### config.mk
export PLATFORM = sky130hd
export DESIGN_NAME = rsa_front
export DESIGN_NICKNAME = d
export VERILOG_FILES = /design/src/sv/rsa_pkg.sv /design/src/sv/rsa_front.sv
export SDC_FILE = /design/constraint.sdc
export NUM_CORES = 1
export LEC_CHECK = 0
export BUFFER_PORTS_ARGS = -buffer_cell sky130_fd_sc_hd__buf_2
export CORE_MARGIN = 2
export CORE_UTILIZATION = 30
export CTS_BUF_LIST = sky130_fd_sc_hd__clkbuf_4 sky130_fd_sc_hd__clkbuf_8 sky130_fd_sc_hd__clkbuf_16
export CTS_CLUSTER_DIAMETER = 30
export DETAILED_ROUTE_END_ITERATION = 6
export GPL_ROUTABILITY_DRIVEN = 0
export SLEW_MARGIN = 10
export SYNTH_ARGS = -nofsm -noshare
export SYNTH_HDL_FRONTEND = slang
export SYNTH_SLANG_ARGS = --single-unit
### constraint.sdc
create_clock -name clk -period 3.85 [get_ports clk]
set_input_delay 0.1925 -clock clk [delete_from_list [all_inputs] [get_ports clk]]
set_output_delay 0.1925 -clock clk [all_outputs]
set_load 0.02 [all_outputs]
### src/sv/rsa_pkg.sv
`default_nettype none

package rsa_pkg;

    localparam int DATA_W   = 32;
    localparam int OP_W     = 3;
    localparam int DEPTH_W  = 7;
    localparam int STATUS_W = 2;

    localparam int DEF_STACK_DEPTH = 64;
    localparam int DEF_VALUE_WIDTH = 32;

    // slave side: tdata = {denominator, numerator}, tuser = {is_ratio, operation}
    localparam int TDATA_IN_W = 2 * DATA_W;
    localparam int TUSER_IN_W = OP_W + 1;

    // master side fields, padded to whole bytes
    localparam int OUT_FIELDS_W = 2 * DATA_W + DEPTH_W + STATUS_W;
    localparam int TDATA_OUT_W  = ((OUT_FIELDS_W + 7) / 8) * 8;

    // request queue between front and back
    localparam int Q_AW    = 1;
    localparam int Q_DEPTH = 1 << Q_AW;

    typedef enum logic [OP_W-1:0] {
        OPC_PUSH = 3'd0,
        OPC_ADD  = 3'd1,
        OPC_SUB  = 3'd2,
        OPC_MUL  = 3'd3,
        OPC_DIV  = 3'd4,
        OPC_POP  = 3'd5
    } opcode_t;

    typedef enum logic [1:0] {
        KIND_PUSH  = 2'd0,
        KIND_ARITH = 2'd1,
        KIND_POP   = 2'd2,
        KIND_NOP   = 2'd3
    } kind_t;

    typedef enum logic [1:0] {
        ALU_ADD = 2'd0,
        ALU_SUB = 2'd1,
        ALU_MUL = 2'd2,
        ALU_DIV = 2'd3
    } alu_t;

    typedef enum logic [STATUS_W-1:0] {
        STAT_OK        = 2'd0,
        STAT_UNDERFLOW = 2'd1,
        STAT_OVERFLOW  = 2'd2
    } status_t;

    typedef struct packed {
        kind_t             kind;
        alu_t              alu;
        logic              is_ratio;
        logic [DATA_W-1:0] num;
        logic [DATA_W-1:0] den;
    } req_t;

endpackage

`default_nettype wire

### src/sv/rsa_front.sv
`default_nettype none

module rsa_front (
    input  wire logic                           clk,
    input  wire logic                           rst_n,
    input  wire logic                           s_axis_tvalid,
    output logic                                s_axis_tready,
    // [31:0] push_numerator, [63:32] push_denominator
    input  wire logic [rsa_pkg::TDATA_IN_W-1:0] s_axis_tdata,
    // [2:0] operation, [3] push_is_ratio
    input  wire logic [rsa_pkg::TUSER_IN_W-1:0] s_axis_tuser,
    output logic                                req_valid,
    input  wire logic                           req_ready,
    output rsa_pkg::req_t                       req
);
    import rsa_pkg::*;

    localparam logic [Q_AW:0] QFULL = (Q_AW + 1)'(Q_DEPTH);

    req_t            cls;
    req_t            q_reg [Q_DEPTH];
    logic [Q_AW-1:0] wr_ptr_reg, wr_ptr_next;
    logic [Q_AW-1:0] rd_ptr_reg, rd_ptr_next;
    logic [Q_AW:0]   count_reg, count_next;
    logic            push_fire;
    logic            pop_fire;

    // classify the incoming request
    always_comb
    begin
        cls.is_ratio = s_axis_tuser[OP_W];
        cls.num      = s_axis_tdata[DATA_W-1:0];
        cls.den      = s_axis_tuser[OP_W] ? s_axis_tdata[2*DATA_W-1:DATA_W] : '0;
        cls.kind     = KIND_NOP;
        cls.alu      = ALU_ADD;
        case (opcode_t'(s_axis_tuser[OP_W-1:0]))
            OPC_PUSH: cls.kind = KIND_PUSH;
            OPC_ADD:
            begin
                cls.kind = KIND_ARITH;
                cls.alu  = ALU_ADD;
            end
            OPC_SUB:
            begin
                cls.kind = KIND_ARITH;
                cls.alu  = ALU_SUB;
            end
            OPC_MUL:
            begin
                cls.kind = KIND_ARITH;
                cls.alu  = ALU_MUL;
            end
            OPC_DIV:
            begin
                cls.kind = KIND_ARITH;
                cls.alu  = ALU_DIV;
            end
            OPC_POP:  cls.kind = KIND_POP;
            default:  cls.kind = KIND_NOP;
        endcase
    end

    assign s_axis_tready = (count_reg != QFULL);
    assign req_valid     = (count_reg != '0);
    assign req           = q_reg[rd_ptr_reg];
    assign push_fire     = s_axis_tvalid && s_axis_tready;
    assign pop_fire      = req_valid && req_ready;

    always_comb
    begin
        wr_ptr_next = push_fire ? wr_ptr_reg + Q_AW'(1) : wr_ptr_reg;
        rd_ptr_next = pop_fire ? rd_ptr_reg + Q_AW'(1) : rd_ptr_reg;
        count_next  = count_reg;
        if (push_fire && !pop_fire)
        begin
            count_next = count_reg + (Q_AW + 1)'(1);
        end
        else if (!push_fire && pop_fire)
        begin
            count_next = count_reg - (Q_AW + 1)'(1);
        end
    end

    always_ff @(posedge clk or negedge rst_n)
    begin
        if (!rst_n)
        begin
            wr_ptr_reg <= '0;
            rd_ptr_reg <= '0;
            count_reg  <= '0;
        end
        else
        begin
            wr_ptr_reg <= wr_ptr_next;
            rd_ptr_reg <= rd_ptr_next;
            count_reg  <= count_next;
        end
    end

    always_ff @(posedge clk)
    begin
        if (push_fire)
        begin
            q_reg[wr_ptr_reg] <= cls;
        end
    end

endmodule

`default_nettype wire

==> metrics.txt, run 1 <==
# TYPE chip_impl_metric gauge
chip_impl_info{name="outcome",value="finished clean"} 1
chip_impl_metric{name="detail-route-antenna-nets",unit=""} 0
chip_impl_metric{name="grt_max_degree",unit=""} 70
chip_impl_info{name="setup_repair_after_global_routing_missed_its_margin",value="no"} 1
chip_impl_info{name="worst_setup_path_startpoint",value="rd_ptr_reg"} 1
chip_impl_metric{name="initial_util",unit="%"} 30.7
chip_impl_metric{name="timing_hold_violations_final",unit=""} 0
chip_impl_metric{name="path_max_fanout",unit=""} 40
chip_impl_metric{name="postSynthRegisterBits",unit=""} 142
chip_impl_info{name="crit_type",value="flip-flop to primary output"} 1
chip_impl_metric{name="nets",unit=""} 535
chip_impl_metric{name="post_route_cells_drive_above_1_share",unit="%"} 51.8
chip_impl_info{name="min-delay-start",value="s_axis_tdata[33]"} 1
chip_impl_metric{name="row_count",unit=""} 50
chip_impl_info{name="hp-class",value="primary input to flip-flop"} 1
chip_impl_info{name="worstReg2RegEnd",value="q_reg[0][18]"} 1
chip_impl_metric{name="cts_repair_resize_count",unit=""} 0
chip_impl_metric{name="power_leakage",unit="uW"} 0.00309
chip_impl_metric{name="dpl.hpwl",unit="um"} 6650
chip_impl_metric{name="syn_nets",unit=""} 350
chip_impl_metric{name="cts_setup_buffers",unit=""} 0
chip_impl_metric{name="die-height",unit="um"} 143
chip_impl_metric{name="synth.avg_cell_area",unit="um^2"} 20.9
chip_impl_metric{name="clock-skew-final",unit="ns"} 0.00534
chip_impl_info{name="synth.area.top_cells",value="sky130_fd_sc_hd__edfxtp_1, sky130_fd_sc_hd__mux2_4, sky130_fd_sc_hd__and2_1, sky130_fd_sc_hd__buf_12, sky130_fd_sc_hd__dfrtp_1"} 1
chip_impl_metric{name="clock_sink_count",unit=""} 142
chip_impl_metric{name="die-area",unit="um^2"} 20400
chip_impl_info{name="timing.critical_path.to_type",value="primary output"} 1
chip_impl_metric{name="clkLatencyLatePin",unit="ns"} 0.41
chip_impl_info{name="yosysTopAreaCell",value="sky130_fd_sc_hd__edfxtp_1"} 1
chip_impl_metric{name="timing.fmax",unit="GHz"} 0.429
chip_impl_info{name="synthFlopType",value="sky130_fd_sc_hd__edfxtp_1"} 1
chip_impl_metric{name="drt_iter0_drc",unit=""} 95
chip_impl_metric{name="ys_types",unit=""} 18
chip_impl_metric{name="critPathRequiredTime",unit="ns"} 3.66
chip_impl_metric{name="power.total",unit="uW"} 6020
chip_impl_metric{name="detail_route.first_pass.iterations",unit=""} 4
chip_impl_metric{name="worstRegToRegCells",unit=""} 4
chip_impl_metric{name="final-instance-count-excl-fill",unit=""} 737
chip_impl_metric{name="vias_in_the_first_global_route",unit=""} 3207
chip_impl_metric{name="number_of_antenna_violations_at_the_first_check_in_global_routing",unit=""} 2
chip_impl_metric{name="vdd_drop_max",unit="mV"} 0.343
chip_impl_metric{name="final.setup.tns",unit="ns"} 0
chip_impl_metric{name="number_of_vias_in_the_routed_layout",unit=""} 2948
chip_impl_info{name="cts_tree",value="yes"} 1
chip_impl_metric{name="slack_of_the_worst_reg_to_reg_path",unit="ns"} 1.85
chip_impl_info{name="critical_path.slowest_cell",value="sky130_fd_sc_hd__dfrtp_4"} 1
chip_impl_metric{name="route.detailed.vias_per_inst",unit=""} 4.00
chip_impl_metric{name="rel_slew_slack",unit="%"} 32.1
chip_impl_metric{name="ios",unit=""} 143
chip_impl_metric{name="seq_area_frac_synth",unit="%"} 73.3
chip_impl_metric{name="critical_path.n_buffers_inverters",unit=""} 2
chip_impl_metric{name="die_w",unit="um"} 143
chip_impl_metric{name="remaining_drc_errors",unit=""} 0
chip_impl_metric{name="buffer_ports.inserted",unit=""} 142
chip_impl_metric{name="clock_buffers_created_by_tritoncts",unit=""} 17
chip_impl_metric{name="htree_num_levels",unit=""} 4
chip_impl_metric{name="grt_pass1_wl",unit="um"} 16100
chip_impl_info{name="timing.critical_path.cells",value="buf_12, mux2_4, buf_2"} 1
chip_impl_metric{name="detailedPlace.worstSlack",unit="ns"} 1.79
chip_impl_metric{name="cts-root-to-sink-buffers",unit=""} 2
chip_impl_metric{name="post_synth_instance_area",unit="um^2"} 5790
chip_impl_metric{name="worst_ep_arrival_time",unit="ns"} 2.14
chip_impl_metric{name="layout_setup_ws",unit="ns"} 1.52
chip_impl_metric{name="synth_top_area_share",unit="%"} 71.6
chip_impl_metric{name="finalSetupViolations",unit=""} 0
chip_impl_metric{name="cts-hold-fix-buffers",unit=""} 33
chip_impl_info{name="holdPathEnd",value="q_reg[0][1]"} 1
chip_impl_metric{name="dp.cells",unit=""} 670
chip_impl_metric{name="syn-instance-count",unit=""} 277
chip_impl_metric{name="layout-area-overhead-vs-synth",unit="%"} 32.7
chip_impl_metric{name="final_max_slew_viol_count",unit=""} 0
chip_impl_metric{name="finalCritPeriodShare",unit="%"} 60.6
chip_impl_metric{name="largest_register_ff_count",unit=""} 138
chip_impl_info{name="clock-root-buffer",value="sky130_fd_sc_hd__clkbuf_16"} 1
chip_impl_info{name="regToRegStartpoint",value="count_reg[0]"} 1
chip_impl_metric{name="hold_depth",unit=""} 2
chip_impl_metric{name="grt_util_all_layers",unit="%"} 10.7
chip_impl_metric{name="power.density",unit="nW/um^2"} 784
chip_impl_metric{name="critPathMaxStageDelay",unit="ns"} 0.83
chip_impl_metric{name="drt-wirelength-per-cell",unit="um"} 14.8
chip_impl_metric{name="yosysWarnings",unit=""} 0
chip_impl_info{name="top_cell_family_by_delay_on_the_critical_path",value="flip-flops"} 1
chip_impl_info{name="yosysMostFrequentCell",value="sky130_fd_sc_hd__edfxtp_1"} 1
chip_impl_metric{name="fin_crit",unit="ns"} 2.33
chip_impl_metric{name="ys_async_sr_fraction",unit="%"} 2.82
chip_impl_info{name="worstSetupStartpointType",value="flip-flop"} 1
chip_impl_metric{name="tightest_slew",unit="ns"} 1.02
chip_impl_metric{name="totalWireLength",unit="um"} 10900
chip_impl_metric{name="core_area",unit="um^2"} 18800
chip_impl_metric{name="globalRoute.totalOverflow",unit=""} 0
chip_impl_metric{name="synth_edf_count",unit=""} 138
chip_impl_metric{name="clk_pin_slew_worst_paths",unit="ns"} 0.06
chip_impl_metric{name="drv.max_cap_violation_count",unit=""} 0
chip_impl_info{name="synth_commonest_cells",value="sky130_fd_sc_hd__edfxtp_1, sky130_fd_sc_hd__mux2_4, sky130_fd_sc_hd__and2_1, sky130_fd_sc_hd__buf_12, sky130_fd_sc_hd__xnor2_1"} 1
kinds of logic (layout without fill, tap and decap cells):
group / count (synthesis) / count (layout) / synth area share (%)
DFF: 142 / 142 / 73.3
muxes: 69 / 69 / 17.9
and+or+nand+nor: 45 / 45 / 4.52
buffers and inverters: 12 / 210 / 2.88
xor gates and xnor gates: 7 / 7 / 1.06
adders and majority gates: 1 / 1 / 0.216
AOI/OAI and AO/OA: 1 / 1 / 0.0864
other: 0 / 2 / 0
worst max-delay path by stage:
stage / end / slack (ns) / depth (start not counted)
6_report: req[32] / 1.52 / 3
4_1_cts: req[43] / 1.45 / 3
3_3_place_gp: q_reg[0][30] / 1.89 / 4
3_5_place_dp: q_reg[0][11] / 1.79 / 4
5_1_grt: req[43] / 1.41 / 3
2_1_floorplan: q_reg[0][0] / 0.83 / 3
per-stage QoR:
stage                     utilization (%)  instance area (um^2)  hold WS [ns]
after global placement               35.6                  6700       0.00329
final                                40.8                  7680        0.0853
after floorplan                         -                  5790        -0.103
after CTS                            40.8                  7680        0.0550
after global routing                 40.8                  7680        0.0753
after detailed placement             35.6                  6700       0.00472
placed cells by master (no fill, tap or decap), types with 2 or more instances in the layout:
cell                            instances
sky130_fd_sc_hd__clkinv_4               2
sky130_fd_sc_hd__clkbuf_16             17
sky130_fd_sc_hd__and2_1                32
sky130_fd_sc_hd__bufinv_16              5
sky130_fd_sc_hd__diode_2                2
sky130_fd_sc_hd__nand2_1                4
sky130_fd_sc_hd__xnor2_1                5
sky130_fd_sc_hd__buf_2                142
sky130_fd_sc_hd__dlygate4sd3_1         33
sky130_fd_sc_hd__xor2_1                 2
sky130_fd_sc_hd__nor2_1                 3
sky130_fd_sc_hd__edfxtp_1             138
sky130_fd_sc_hd__mux2_4                69
sky130_fd_sc_hd__clkinv_1               2
sky130_fd_sc_hd__inv_6                  3
sky130_fd_sc_hd__nand2b_1               2
sky130_fd_sc_hd__clkinv_2               3
sky130_fd_sc_hd__dfrtp_1                3
worst reg2reg max path, cell delays in order, from the launching register on:
cell and delay [ns]:
sky130_fd_sc_hd__dfrtp_1 0.41, sky130_fd_sc_hd__nand2b_1 0.17, sky130_fd_sc_hd__nand2_1 0.15, sky130_fd_sc_hd__nor2_4 0.11
sky130_fd_sc_hd__buf_4 0.76
cell type report:
type                       count  area, um^2
sequential                   142        4250
tap                          260         325
multi-input combinational    123        1390
clock inverter                15         216
timing repair buffer         177        1070
fill                        1750       11100
antenna                        2        5.00
inverter                       1        3.75
clock buffer                  17         425
where the power goes:
part | total [uW] | internal (uW) | switching, uW
logic | 1930 | 892 | 1030
clock network | 1770 | 1150 | 624
registers | 2320 | 2130 | 187
metal layers:
layer	track usage, %	vias to the layer above	routed length (um)
met5	0	-	0
met4	4.06	0	120
met3	4.06	11	638
met2	18.5	96	5370
met1	12.1	1416	4790
li1	-	1425	-
(Power assumes the default switching activity.)
==> run 2, diff against run 1 <==
==> constraint.sdc (replaced) <==
create_clock -name clk -period 2.1 [get_ports clk]
set_input_delay 0.105 -clock clk [delete_from_list [all_inputs] [get_ports clk]]
set_output_delay 0.105 -clock clk [all_outputs]
set_load 0.02 [all_outputs]
==> run 2 against run 1 <==
Net effect:
- worst setup slack got worse by 1.2 ns
- count of clock-buffer cells in the layout increased by 1
- clock power increased by 87%
- total power increased by 87%
- routed wire length decreased by 0.10%
- hold slack got worse by 0.067 ns
- via count increased by 5.0%
- non-clock buffer count increased by 27
- critical path type unchanged
- largest cell class unchanged
- largest power group unchanged
==> metrics.txt, run 2 (synthesized netlist as in run 1, its figures left out) <==
# TYPE chip_impl_metric gauge
chip_impl_metric{name="fillers",unit=""} 1695
chip_impl_metric{name="globalRoute.totalOverflow",unit=""} 0
chip_impl_metric{name="route.detailed.vias_per_inst",unit=""} 4.06
chip_impl_metric{name="detail-route-antenna-nets",unit=""} 0
chip_impl_metric{name="worst_ep_arrival_time",unit="ns"} 1.67
chip_impl_metric{name="multiInputGateArea",unit="um^2"} 1400
chip_impl_metric{name="netSwitchingPower",unit="uW"} 3370
chip_impl_info{name="timing.critical_path.to_type",value="primary output"} 1
chip_impl_metric{name="dpl.hpwl",unit="um"} 6680
chip_impl_metric{name="relative_contribution_of_the_clock_network_to_total_power",unit="%"} 29.4
chip_impl_info{name="crit_type",value="flip-flop to primary output"} 1
chip_impl_metric{name="clkLatencyLatePin",unit="ns"} 0.41
chip_impl_metric{name="power_leakage",unit="uW"} 0.00323
chip_impl_metric{name="drt-wirelength-per-cell",unit="um"} 14.3
chip_impl_metric{name="cellInternalPower",unit="uW"} 7880
chip_impl_metric{name="die-area",unit="um^2"} 20400
chip_impl_metric{name="timing.fmax",unit="GHz"} 0.562
chip_impl_metric{name="slack_of_the_worst_reg_to_reg_path",unit="ns"} 0.53
chip_impl_metric{name="ios",unit=""} 143
chip_impl_info{name="final_common_cell",value="sky130_fd_sc_hd__buf_2"} 1
chip_impl_metric{name="finalSetupViolations",unit=""} 0
chip_impl_metric{name="vias_in_the_first_global_route",unit=""} 3317
chip_impl_metric{name="timing_hold_violations_final",unit=""} 0
chip_impl_metric{name="clock_sink_count",unit=""} 142
chip_impl_info{name="outcome",value="finished clean"} 1
chip_impl_metric{name="clock_buffers_created_by_tritoncts",unit=""} 17
chip_impl_metric{name="rel_slew_slack",unit="%"} 62.8
chip_impl_metric{name="clock-skew-final",unit="ns"} 0.00410
chip_impl_metric{name="clk_pin_slew_worst_paths",unit="ns"} 0.06
chip_impl_metric{name="dp.cells",unit=""} 673
chip_impl_metric{name="die_w",unit="um"} 143
chip_impl_metric{name="remaining_drc_errors",unit=""} 0
chip_impl_metric{name="antenna-diode-count",unit=""} 0
chip_impl_info{name="hp-class",value="primary input to flip-flop"} 1
chip_impl_metric{name="detail_route.first_pass.iterations",unit=""} 4
chip_impl_metric{name="final.setup.tns",unit="ns"} 0
chip_impl_info{name="cts_tree",value="yes"} 1
chip_impl_metric{name="final-instance-count-excl-fill",unit=""} 762
chip_impl_metric{name="layout.area.seq",unit="um^2"} 4250
chip_impl_metric{name="initial_util",unit="%"} 30.7
chip_impl_metric{name="finalCritPeriodShare",unit="%"} 84.7
chip_impl_metric{name="die-height",unit="um"} 143
chip_impl_info{name="clock-root-buffer",value="sky130_fd_sc_hd__clkbuf_16"} 1
chip_impl_info{name="worst_setup_path_endpoint",value="req[31]"} 1
chip_impl_metric{name="layout-area-overhead-vs-synth",unit="%"} 38.3
chip_impl_metric{name="drt_iter0_drc",unit=""} 85
chip_impl_metric{name="grt_util_all_layers",unit="%"} 11.0
chip_impl_metric{name="grt_max_degree",unit=""} 70
chip_impl_metric{name="buffer_ports.inserted",unit=""} 142
chip_impl_metric{name="power.density",unit="nW/um^2"} 1410
chip_impl_metric{name="number_of_antenna_violations_at_the_first_check_in_global_routing",unit=""} 0
chip_impl_metric{name="reg_power_share",unit="%"} 36.4
chip_impl_info{name="worstReg2RegEnd",value="q_reg[0][25]"} 1
chip_impl_metric{name="largest_register_ff_count",unit=""} 138
chip_impl_metric{name="tightest_slew",unit="ns"} 0.558
chip_impl_info{name="worstSetupStartpointType",value="flip-flop"} 1
chip_impl_metric{name="post_route_cells_drive_above_1_share",unit="%"} 49.6
chip_impl_metric{name="path_max_fanout",unit=""} 36
chip_impl_metric{name="number_of_vias_in_the_routed_layout",unit=""} 3096
chip_impl_info{name="regToRegStartpoint",value="count_reg[0]"} 1
chip_impl_metric{name="portion_of_total_power_attributed_to_combinational_logic",unit="%"} 34.2
chip_impl_metric{name="drv.max_cap_violation_count",unit=""} 0
chip_impl_metric{name="totalWireLength",unit="um"} 10900
chip_impl_info{name="final_cell_mix",value="sky130_fd_sc_hd__buf_2, sky130_fd_sc_hd__edfxtp_1, sky130_fd_sc_hd__mux2_4"} 1
chip_impl_metric{name="critPathRequiredTime",unit="ns"} 2.00
chip_impl_metric{name="final_max_slew_viol_count",unit=""} 0
chip_impl_metric{name="core_area",unit="um^2"} 18800
chip_impl_metric{name="nets",unit=""} 562
chip_impl_metric{name="vdd_drop_max",unit="mV"} 0.604
chip_impl_metric{name="row_count",unit=""} 50
chip_impl_metric{name="power_switching_share",unit="%"} 30.0
chip_impl_metric{name="cts-root-to-sink-buffers",unit=""} 2
chip_impl_info{name="setup_repair_after_global_routing_missed_its_margin",value="no"} 1
chip_impl_metric{name="htree_num_levels",unit=""} 4
chip_impl_info{name="worst_setup_path_startpoint",value="rd_ptr_reg"} 1
chip_impl_metric{name="grt_pass1_wl",unit="um"} 16600
chip_impl_metric{name="fin_crit",unit="ns"} 1.78
chip_impl_metric{name="worstRegToRegCells",unit=""} 4
run 2: changes by cell type in the layout (fill, tap and decap cells not counted), sizes merged, moves of 2 or more:
cell	change
inv	-3
dlygate4sd3	+24
diode	-2
buf	+3
run 2: layer usage:
layer,GRT usage (%),vias to the layer above,routed length (um)
met4,4.38,0,141
met2,19.2,97,5610
met1,12.3,1512,4610
met3,3.76,10,539
li1,-,1477,-
met5,0,-,0
run 2: worst min path at each step:
stage	startpoint	endpoint	slack [ns]	depth (start not counted)
detailed placement	rst_n	count_reg[1]	-0.08	1
CTS	s_axis_tdata[59]	q_reg[1][27]	0.0003	2
finish	s_axis_tdata[48]	q_reg[0][16]	0.02	2
floorplan	rst_n	count_reg[0]	-0.19	0
global placement	rst_n	rd_ptr_reg	-0.08	1
global route	s_axis_tdata[36]	q_reg[0][4]	0.007	2
run 2: power groups by stage:
stage               Sequential [uW]  Combinational [uW]  Clock (uW)
floorplan                      4100                3020           0
global route                   4150                4110        3530
detailed placement             4160                3840           0
finish                         4090                3850        3310
global placement               4120                3820           0
CTS                            4100                3940        3410
run 2: final cells by class:
class / instances / area share, %
Clock inverter: 14 / 2.77
Timing Repair Buffer: 204 / 17.1
Clock buffer: 18 / 5.41
Inverter: 1 / 0.0469
Sequential cell: 142 / 53.1
Multi-Input combinational cell: 123 / 17.5
Tap cell: 260 / 4.06
run 2: through the flow:
step           cell area, um^2  hold WS, ns  utilization (%)  power, uW  setup slack (ns)
3_3_place_gp              6780      -0.0819             36.0       7930             0.583
4_1_cts                   8000     0.000263             42.5      11500             0.282
5_1_grt                   8000      0.00722             42.5      11800             0.256
6_report                  8000       0.0186             42.5      11300             0.321
2_1_floorplan             5810       -0.191                -       7120           0.00353
3_5_place_dp              6780      -0.0807             36.0       8000             0.505
run 2: timing repair:
item                                   in CTS  in global routing
setup buffers                               0                  0
endpoints found under the hold margin     114                  0
gates resized for setup                     0                  0
hold buffers                               57                  0
run 2: worst max-delay path, cell delays in order (launching register included):
cell and delay (ns):
sky130_fd_sc_hd__dfrtp_4 0.45, sky130_fd_sc_hd__buf_12 0.26, sky130_fd_sc_hd__mux2_4 0.34, sky130_fd_sc_hd__buf_2 0.16
==> run 3, diff against run 2 <==
==> constraint.sdc (replaced) <==
create_clock -name clk -period 1.7 [get_ports clk]
set_input_delay 0.085 -clock clk [delete_from_list [all_inputs] [get_ports clk]]
set_output_delay 0.085 -clock clk [all_outputs]
set_load 0.02 [all_outputs]
==> run 3 against run 2 <==
Net effect:
- the flow now finishes with violations (setup timing)
- utilization up 2.8 points
- first-iteration DRC count up 87%
- routed wire length up 9.3%
- register-to-register slack worse by 0.31 ns
- non-clock buffer count up 14
- cell count up 1.8%
- largest power group is now combinational logic
==> metrics.txt, run 3 (synthesized netlist as in run 1, its figures left out) <==
# TYPE chip_impl_metric gauge
chip_impl_metric{name="post_route_cells_drive_above_1_share",unit="%"} 48.9
chip_impl_metric{name="vias_in_the_first_global_route",unit=""} 3380
chip_impl_metric{name="number_of_vias_in_the_routed_layout",unit=""} 3143
chip_impl_metric{name="dpl.hpwl",unit="um"} 7050
chip_impl_metric{name="die-area",unit="um^2"} 20400
chip_impl_info{name="outcome",value="complete, but fails checks"} 1
chip_impl_metric{name="drt-wirelength-per-cell",unit="um"} 15.4
chip_impl_metric{name="buffer_ports.inserted",unit=""} 142
chip_impl_metric{name="drt_iter0_drc",unit=""} 159
chip_impl_metric{name="finalSetupViolations",unit=""} 54
chip_impl_metric{name="path_max_fanout",unit=""} 24
chip_impl_metric{name="clock_buffers_created_by_tritoncts",unit=""} 17
chip_impl_metric{name="clock-skew-final",unit="ns"} 0.00800
chip_impl_metric{name="rel_slew_slack",unit="%"} 62.5
chip_impl_metric{name="timing.fmax",unit="GHz"} 0.577
chip_impl_metric{name="finalCritPeriodShare",unit="%"} 102
chip_impl_metric{name="tightest_slew",unit="ns"} 0.562
chip_impl_metric{name="route.detailed.vias_per_inst",unit=""} 4.05
chip_impl_info{name="violations",value="setup timing"} 1
chip_impl_metric{name="fillers",unit=""} 1643
chip_impl_metric{name="detailedPlace.worstSlack",unit="ns"} 0.230
chip_impl_metric{name="cts-root-to-sink-buffers",unit=""} 2
chip_impl_metric{name="slack_of_the_worst_reg_to_reg_path",unit="ns"} 0.22
chip_impl_metric{name="multiInputGateArea",unit="um^2"} 1400
chip_impl_metric{name="grt_util_all_layers",unit="%"} 11.8
chip_impl_metric{name="die-height",unit="um"} 143
chip_impl_metric{name="detail_route.first_pass.iterations",unit=""} 4
chip_impl_metric{name="power_leakage",unit="uW"} 0.00341
chip_impl_metric{name="clkLatencyLatePin",unit="ns"} 0.41
chip_impl_metric{name="cts_setup_buffers",unit=""} 0
chip_impl_metric{name="final-instance-count-excl-fill",unit=""} 776
chip_impl_metric{name="die_w",unit="um"} 143
chip_impl_metric{name="critPathRequiredTime",unit="ns"} 1.62
chip_impl_info{name="setup_repair_after_global_routing_missed_its_margin",value="yes"} 1
chip_impl_metric{name="grt_pass1_wl",unit="um"} 17800
chip_impl_metric{name="globalRoute.totalOverflow",unit=""} 0
chip_impl_metric{name="htree_num_levels",unit=""} 4
chip_impl_metric{name="remaining_drc_errors",unit=""} 0
chip_impl_metric{name="layout_setup_ws",unit="ns"} -0.0325
chip_impl_metric{name="dp.cells",unit=""} 675
chip_impl_metric{name="fin_crit",unit="ns"} 1.73
chip_impl_metric{name="finalHoldWorstSlack",unit="ns"} 0.0276
chip_impl_metric{name="nets",unit=""} 576
chip_impl_metric{name="timing_hold_violations_final",unit=""} 0
chip_impl_info{name="clock-root-buffer",value="sky130_fd_sc_hd__clkbuf_16"} 1
chip_impl_metric{name="worst_ep_arrival_time",unit="ns"} 1.65
chip_impl_metric{name="detail-route-antenna-nets",unit=""} 0
chip_impl_metric{name="critPathMaxStageDelay",unit="ns"} 0.54
chip_impl_metric{name="row_count",unit=""} 50
chip_impl_metric{name="final_max_slew_viol_count",unit=""} 0
chip_impl_info{name="top_cell_family_by_delay_on_the_critical_path",value="flip-flops"} 1
chip_impl_metric{name="initial_util",unit="%"} 30.7
chip_impl_info{name="timing.critical_path.cells",value="buf_16, mux2_4, buf_2"} 1
chip_impl_info{name="critical_path.slowest_cell",value="sky130_fd_sc_hd__dfrtp_4"} 1
chip_impl_metric{name="ios",unit=""} 143
chip_impl_metric{name="drv.max_cap_violation_count",unit=""} 0
chip_impl_metric{name="vdd_drop_max",unit="mV"} 0.724
chip_impl_metric{name="layout-area-overhead-vs-synth",unit="%"} 47.4
chip_impl_metric{name="core_area",unit="um^2"} 18800
chip_impl_metric{name="totalWireLength",unit="um"} 11900
chip_impl_metric{name="layout.area.seq",unit="um^2"} 4250
chip_impl_info{name="final_cell_mix",value="sky130_fd_sc_hd__edfxtp_1, sky130_fd_sc_hd__buf_2, sky130_fd_sc_hd__mux2_4"} 1
chip_impl_info{name="hp-class",value="primary input to flip-flop"} 1
chip_impl_info{name="timing.critical_path.to_type",value="primary output"} 1
chip_impl_metric{name="largest_register_ff_count",unit=""} 138
chip_impl_metric{name="clk_pin_slew_worst_paths",unit="ns"} 0.06
chip_impl_info{name="cts_tree",value="yes"} 1
chip_impl_metric{name="number_of_antenna_violations_at_the_first_check_in_global_routing",unit=""} 1
chip_impl_info{name="final_common_cell",value="sky130_fd_sc_hd__edfxtp_1"} 1
chip_impl_metric{name="layout.core_utilization",unit="%"} 45.3
chip_impl_metric{name="critical_path.n_buffers_inverters",unit=""} 2
chip_impl_metric{name="power.density",unit="nW/um^2"} 1750
chip_impl_info{name="crit_type",value="flip-flop to primary output"} 1
chip_impl_metric{name="grt_max_degree",unit=""} 45
chip_impl_metric{name="clock_sink_count",unit=""} 142
chip_impl_info{name="worstSetupStartpointType",value="flip-flop"} 1
## run 3: changes by cell type in the layout (fill, tap and decap cells not counted), moves of 2 or more
cell,before,now
sky130_fd_sc_hd__buf_12,4,6
sky130_fd_sc_hd__buf_2,142,86
sky130_fd_sc_hd__buf_6,0,56
sky130_fd_sc_hd__buf_16,0,2
sky130_fd_sc_hd__dlygate4sd3_1,57,68
## run 3: cell type report
cell class / instances / share of cell area [%]
well taps: 260 / 3.81
inverters: 1 / 0.0440
clock inverters: 13 / 2.30
repair buffers: 218 / 22.5
diodes: 1 / 0.0293
clock buffers: 18 / 5.08
multi-input cells: 123 / 16.5
flip-flops and latches: 142 / 49.8
## run 3: where the power goes
part / internal, uW / switching (uW) / total [uW] / leakage, uW
clock: 2590 / 1380 / 3980 / 0.000306
combinational: 3050 / 2780 / 5830 / 0.00177
sequential: 4820 / 282 / 5100 / 0.00134
## run 3: final timing paths
check | startpoint | end | cells past startpoint
worst max-delay path | rd_ptr_reg | req[43] | 3
worst min-delay path | s_axis_tdata[58] | q_reg[0][26] | 2
worst max register to register | count_reg[0] | count_reg[1] | 6
worst min register to register | count_reg[0] | count_reg[0] | 1
max in group asynchronous | rst_n | count_reg[1] | 4
min in group asynchronous | rst_n | count_reg[0] | 3
## run 3: what timing repair did
item | in CTS | in global routing
endpoints found under the setup margin | 69 | 69
cloned | 1 | 0
endpoints found under the hold margin | 132 | 0
hold buffers | 68 | 0
resized for setup | 55 | 62
## run 3: stage by stage
step                total power [uW]  area [um^2]  TNS [ns]
finish                         14900         8530    -0.659
global route                   15600         8530     -5.24
CTS                            14600         8330     -4.34
detailed placement              9970         6820         0
global placement                9900         6820         0
floorplan                       8800         5810    -43.63
## run 3: per-layer routing
metal | global-route usage [%] | routed length [um] | share of wire (%)
met1 | 14.1 | 5210 | 44
met2 | 20.0 | 5960 | 50
met3 | 3.79 | 644 | 5.4
met4 | 4.38 | 103 | 0.86
met5 | 0 | 0 | 0
